--- src/sv/sfn_pkg.sv ---
// ----------------------------------------------------------------------------
// Surface normal package
// Shared constants and codes for the surface normal unit.
// ----------------------------------------------------------------------------
package sfn_pkg;

	localparam int WORDS = 18;
	localparam int ACC_W = 67;
	localparam int RAD_W = 64;
	localparam int ROOT_W = 32;
	localparam int NUM_W = 61;
	localparam int DEN_W = 31;

	localparam logic [4:0] W_TYPE = 5'd12;
	localparam logic [4:0] W_MIN = 5'd13;

	localparam logic [30:0] Q30_ONE = 31'h4000_0000;

	typedef enum logic [1:0] {
		ST_OK       = 2'd0,
		ST_STORED   = 2'd1,
		ST_BAD_TYPE = 2'd2,
		ST_ZERO     = 2'd3
	} status_t;

	typedef enum logic [1:0] {
		SH_PLANE  = 2'd0,
		SH_SPHERE = 2'd1,
		SH_CONE   = 2'd2,
		SH_CYL    = 2'd3
	} shape_t;

endpackage

--- src/sv/sfn_div.sv ---
// ----------------------------------------------------------------------------
// Iterative restoring divider
// 61-bit by 31-bit division with a 31-bit quotient, one bit per cycle.
// ----------------------------------------------------------------------------
module sfn_div (
	input  logic                       clk,
	input  logic                       arst_n,
	input  logic                       start,
	input  logic [sfn_pkg::NUM_W-1:0]  num,
	input  logic [sfn_pkg::DEN_W-1:0]  den,
	output logic                       done,
	output logic [sfn_pkg::DEN_W-1:0]  quo
);

	import sfn_pkg::*;

	logic [DEN_W-1:0] rem_q;
	logic [DEN_W-1:0] low_q;
	logic [DEN_W-1:0] quo_q;
	logic [DEN_W-1:0] den_q;
	logic [4:0]       cnt_q;
	logic             busy_q;
	logic             done_q;
	logic [DEN_W:0]   trial;
	logic             ge;

	assign trial = {rem_q, low_q[DEN_W-1]};
	assign ge = trial >= {1'b0, den_q};

	always_ff @(posedge clk or negedge arst_n) begin
		if (!arst_n) begin
			busy_q <= 1'b0;
			done_q <= 1'b0;
			cnt_q  <= '0;
		end else begin
			done_q <= 1'b0;
			if (start) begin
				busy_q <= 1'b1;
				cnt_q  <= '0;
			end else if (busy_q) begin
				cnt_q <= cnt_q + 5'd1;
				if (cnt_q == 5'(DEN_W - 1)) begin
					busy_q <= 1'b0;
					done_q <= 1'b1;
				end
			end
		end
	end

	always_ff @(posedge clk) begin
		if (start) begin
			rem_q <= {1'b0, num[NUM_W-1:DEN_W]};
			low_q <= num[DEN_W-1:0];
			den_q <= den;
			quo_q <= '0;
		end else if (busy_q) begin
			rem_q <= ge ? DEN_W'(trial - {1'b0, den_q}) : trial[DEN_W-1:0];
			low_q <= low_q << 1;
			quo_q <= {quo_q[DEN_W-2:0], ge};
		end
	end

	assign done = done_q;
	assign quo = quo_q;

endmodule

--- config.mk ---
export PLATFORM = sky130hd
export DESIGN_NAME = sfn_div
export DESIGN_NICKNAME = d
export VERILOG_FILES = /design/src/sv/sfn_pkg.sv /design/src/sv/sfn_div.sv
export SDC_FILE = /design/constraint.sdc
export NUM_CORES = 1
export LEC_CHECK = 0
export ABC_AREA = 1
export BUFFER_PORTS_ARGS = -buffer_cell sky130_fd_sc_hd__buf_2
export CAP_MARGIN = 20
export CORE_ASPECT_RATIO = 0.7
export CORE_UTILIZATION = 40
export CTS_CLUSTER_DIAMETER = 80
export CTS_CLUSTER_SIZE = 25
export DETAILED_ROUTE_END_ITERATION = 7
export HOLD_SLACK_MARGIN = 0.08
export PLACE_DENSITY = 0.61
export RECOVER_POWER = 100
export SLEW_MARGIN = 10
export SYNTH_ARGS = -nofsm -noshare
export SYNTH_HDL_FRONTEND = slang
export SYNTH_SLANG_ARGS = --single-unit
--- constraint.sdc ---
create_clock -name clk -period 3.14 [get_ports clk]
set_input_delay 0.157 -clock clk [delete_from_list [all_inputs] [get_ports clk]]
set_output_delay 0.157 -clock clk [all_outputs]
set_load 0.02 [all_outputs]
After elaboration in Yosys (flattened, before gate mapping)
Cells that the tools add are included.
{"block": "op_classes", "n_addsub": 2, "mul": 0, "div_mod_pow": 0, "magnitude_cmp": 1, "n_eq_ne": 1, "shifts": 0, "muxes": 13, "bitwise": 0, "n_reduce_logical": 1}
{"operator": "2-to-1 mux 31 bit", "count": 3}
{"operator": "2-to-1 mux 30 bit", "count": 2}
{"operator": "greater-or-equal comparator 32 x 31 -> 1 bit", "count": 1}
{"operator": "subtractor 31 bit", "count": 1}
{"operator": "2-to-1 mux 5 bit", "count": 2}
{"operator": "2-to-1 mux 1 bit", "count": 6}
{"operator": "adder 5 x 1 -> 5 bit (second input constant)", "count": 1}
{"operator": "equality test 5 bit (second input constant)", "count": 1}
{"operator": "nonzero test 2 bit", "count": 1}
{"block": "totals", "regBits": 131, "latchBits": 0, "ramBits": 0, "mem_bits_ro": 0, "in_bits": 95, "out_inout_bits": 32, "memories": 0}

Depth between registers and ports, before layout
{"block": "logic_depth", "depth_word": 4, "mapped_depth": 17, "ltp_nobuf": 16}

Least setup slack after synthesis
No wires, ideal clock.
{"block": "synth_path", "path_type": "input -> register", "from": "input port start", "to": "register low_q[0] (enable)", "arrival_ns": 2.521, "required_time_ns": 2.691, "setup_slack_ns": 0.169, "stages": 4, "n_path_buf": 2, "cell_sequence": "clkbuf_1 -> nor2_1 -> inv_1 -> clkbuf_1"}
{"block": "synth_between", "elab_chain_len": 1}
{"element": "start: declaration", "line": "sfn_div.sv:8", "rtl": "input logic start,"}
{"element": "nonzero test 2 bit (no line)"}
{"element": "end signal: assignment", "line": "sfn_div.sv:53", "rtl": "low_q <= num[DEN_W-1:0];"}
{"element": "end signal: assignment", "line": "sfn_div.sv:58", "rtl": "low_q <= low_q << 1;"}
{"element": "end: declaration", "line": "sfn_div.sv:18", "rtl": "logic [DEN_W-1:0] low_q;"}
No other way between the ends.
A chain may end at the register's enable or synchronous reset.

Worst setup path after layout
{"block": "layout_path", "from": "register low_q[30]", "to": "register rem_q[17] (data pin)"}
{"block": "layout_between", "elab_chain_len": 4}
{"element": "subtractor 31 bit / greater-or-equal comparator 32 x 31 -> 1 bit (equally long branches)", "line": "sfn_div.sv:57, sfn_div.sv:28"}
{"element": "2-to-1 mux 31 bit *", "line": "sfn_div.sv:57", "rtl": "rem_q <= ge ? DEN_W'(trial - {1'b0, den_q}) : trial[DEN_W-1:0];"}
{"element": "2-to-1 mux 30 bit *", "line": "sfn_div.sv:56", "rtl": "end else if (busy_q) begin"}
{"element": "2-to-1 mux 30 bit *", "line": "sfn_div.sv:51", "rtl": "if (start) begin"}
{"element": "end signal: assignment", "line": "sfn_div.sv:52", "rtl": "rem_q <= {1'b0, num[NUM_W-1:DEN_W]};"}
{"element": "end signal: assignment", "line": "sfn_div.sv:57"}
{"element": "end: declaration", "line": "sfn_div.sv:17", "rtl": "logic [DEN_W-1:0] rem_q;"}
Mark *: on every way between the ends. The rest lies on a longest branch, timed or not. The select of a mux whose other input is x is not followed.

==> results.toml <==
[status]
status = "finished, violations left"
violations = "capacitance limit, slew limit"

[cts]
cts_resized = 0
clkTransAtPathRegs_ps = 60
root_buffer = "clkbuf_16"
cts_tree = "done"
cts_sinks = 131
cts_buffers = 17
clk_path_buf_depth = 2
clk_latency_ps = 430
cts_max_level = 4

[sta]
fmax_mhz = 360.7
period_needed_ps = 2773
tns_ps = 0
finClkSkew_ps = 9.399
drv_slew = 38
setup-violations-final = 0
whs_ps = 186.3
max-slew-margin-rel = -0.1155
hold_viol_final = 0
grt_setup_unrepaired = "false"
finalCritPeriodShare = 0.8830
worst_pin_slew_ps = 1673

[finish]
final_util = 0.5233
synthToLayoutAreaGrowth_pct = 28.43
drive_above_1_share = 0.1286
diodes = 0
final_common_cell = "nand2_1"
final_cell_mix = "nand2_1, inv_1, dlygate4sd3_1"
fin_nets = 1415

[drt]
drtAntennaViolNets = 0
vias_per_cell = 4.636
drt-total-wl_um = 21270
drt_pass1_iterations = 5
wl_per_cell_um = 13.55
drt_iter0_drc = 524
detail_route.drc_violations = 0
num_vias = 7274

[yosys]
syn-cell-area_mm2 = 0.008068
async_reset_ff_frac = 0.05344
synth_fp_nets = 1198
yosysWarnings = 0
syn_avg_cell_area_um2 = 7.547
synth-seq-cells = 131
synthCells = 1069
synth-edff-count = 92
ys.flop_type = "edfxtp_1"
synth_seq_area_share = 0.4435
ys_types = 40

[critical_path]
crit_start = "low_q[30]$_DFFE_PP_"
critPathCapture = "rem_q[17]$_DFFE_PP_"
cp_common_cell = "nand2_1"
path_cells = "inv_1, ha_1, fa_1, inv_1, nand2_1, nand2_1, nand3_2, nand2_1, nand2_1, nand3_2, nand2_4, nand2_8, nand2_1, nand3_1, nand2_1"
r2r_end = "rem_q[17]$_DFFE_PP_"
crit_path_start_kind = "flip-flop"
slowest_stage = "fa_1"
path_depth = 15
worst_ep_arrival_time_ps = 2950
cp.buffers_inverters = 2
worstSetupPathType = "flip-flop to flip-flop"
cp_top_family = "simple AND/OR/NAND/NOR gates"
r2r_start = "low_q[30]$_DFFE_PP_"
endpoint_kind = "flip-flop"
cp_max_fo = 32
critPathRequiredTime_ps = 3310
r2r_cells = 15
r2r_slack_ps = 370
critPathMaxStageDelay_ps = 420

[job]
maxCapViolCount = 1

[global_route]
grt_overflow = 0
grt_pass1_vias = 6962
grt_usage = 0.2208
antenna_found_initial = 0
grt_start_max_net_pins = 75
grt_pass1_wl_um = 35110

[power]
p_leak_uw = 0.005224
p_per_area_mw_per_mm2 = 778.3
vdd_drop_max_uv = 397.3
p_total_uw = 8064

[min_path]
hp-class = "input port to asynchronous set/reset pin"

[die]
die_area_mm2 = 0.02075
die-width_um = 171.7
core_area_mm2 = 0.01980
pin_count = 127
die_h_um = 120.8
start_util = 0.4075
rows = 43

[placement]
hpwl_um = 15160
gp_congestion = 0.9240
buffer_ports.inserted = 126
==> routing by layer <==
layer / share of wire / up-vias / track usage
li1: - / 3769 / -
met1: 0.52 / 3263 / 0.3265
met2: 0.41 / 229 / 0.3214
met3: 0.066 / 13 / 0.06088
met4: 0.0065 / 0 / 0.03872
met5: 0 / - / 0
==> power by group <==
part | leakage, uW | switching, uW | internal (uW)
Combinational | 0.00361 | 2370 | 1380
Sequential | 0.00132 | 141 | 2190
Clock | 0.000296 | 794 | 1180
==> cell type report <==
type / instances / area [um2]
fillers: 1998 / 9438
flip-flops and latches: 131 / 3578
multi-input cells: 704 / 3520
repair buffers: 226 / 1567
inverters: 206 / 774.5
clock buffers: 24 / 525.5
well taps: 270 / 337.8
clock inverters: 8 / 58.81
==> synth_stat cells, types with 2 or more instances <==
cell / count / area, um2
nor2_4: 3 / 33.78
ha_1: 33 / 412.9
nand2_2: 13 / 81.33
a21oi_1: 15 / 75.07
nor3_1: 5 / 25.02
inv_1: 199 / 747.0
clkbuf_1: 16 / 60.06
o21ai_0: 6 / 30.03
and2_1: 4 / 25.02
nor2_2: 4 / 25.02
clkinv_1: 3 / 11.26
buf_6: 5 / 56.30
nor2_1: 39 / 146.4
inv_2: 4 / 15.01
nand4_1: 7 / 43.79
edfxtp_1: 92 / 2763
xor2_1: 2 / 17.52
o22ai_1: 29 / 181.4
dfrtp_1: 7 / 175.2
nand2_1: 422 / 1584
xnor2_1: 13 / 113.9
nand3_1: 60 / 300.3
nand3b_1: 26 / 195.2
dfxtp_1: 32 / 640.6
nand3_2: 11 / 110.1
buf_2: 5 / 25.02
==> through the flow <==
step | cells | setup WS, ps | instance area (um2)
floorplan | 1069 | 169.3 | 8068
global placement | 1444 | 543.9 | 8916
detailed placement | 1444 | 509.0 | 8916
CTS | 1569 | 496.5 | 10430
global route | 1569 | 130.9 | 10360
finish | 1569 | 367.4 | 10360
==> cells by family (layout without fill, tap and decap cells) <==
family,count (synthesis),count (layout),synth area share
xor gates and xnor gates,15,15,0.01628
adders and majority gates,34,34,0.05366
AOI/OAI and AO/OA,55,55,0.04110
DFF,131,131,0.4435
buffers and inverters,234,464,0.1177
and+or+nand+nor,600,600,0.3277
==> sequential cells by signal, indices dropped and copies added, names as in the netlist <==
| signal | count |
|---|---|
| busy_q | 1 |
| den_q | 31 |
| rem_q | 31 |
| done | 1 |
| low_q | 31 |
| cnt_q | 5 |
| quo | 31 |
==> repair_timing <==
item                      CTS  global route
hold buffers               93             0
buffers inserted            0             0
hold endpoints to repair   99             0
==> worst min-delay path by stage <==
| stage | start | to | slack, ps |
|---|---|---|---|
| finish | arst_n | done$_DFF_PN0_ | 190 |
| global route | arst_n | cnt_q[0]$_DFFE_PN0P_ | 210 |
| CTS | arst_n | done$_DFF_PN0_ | 90 |
| detailed placement | arst_n | cnt_q[4]$_DFFE_PN0P_ | 4 |
| global placement | arst_n | cnt_q[3]$_DFFE_PN0P_ | 2 |
| floorplan | arst_n | busy_q$_DFF_PN0_ | -140 |
(Power assumes the default switching activity.)
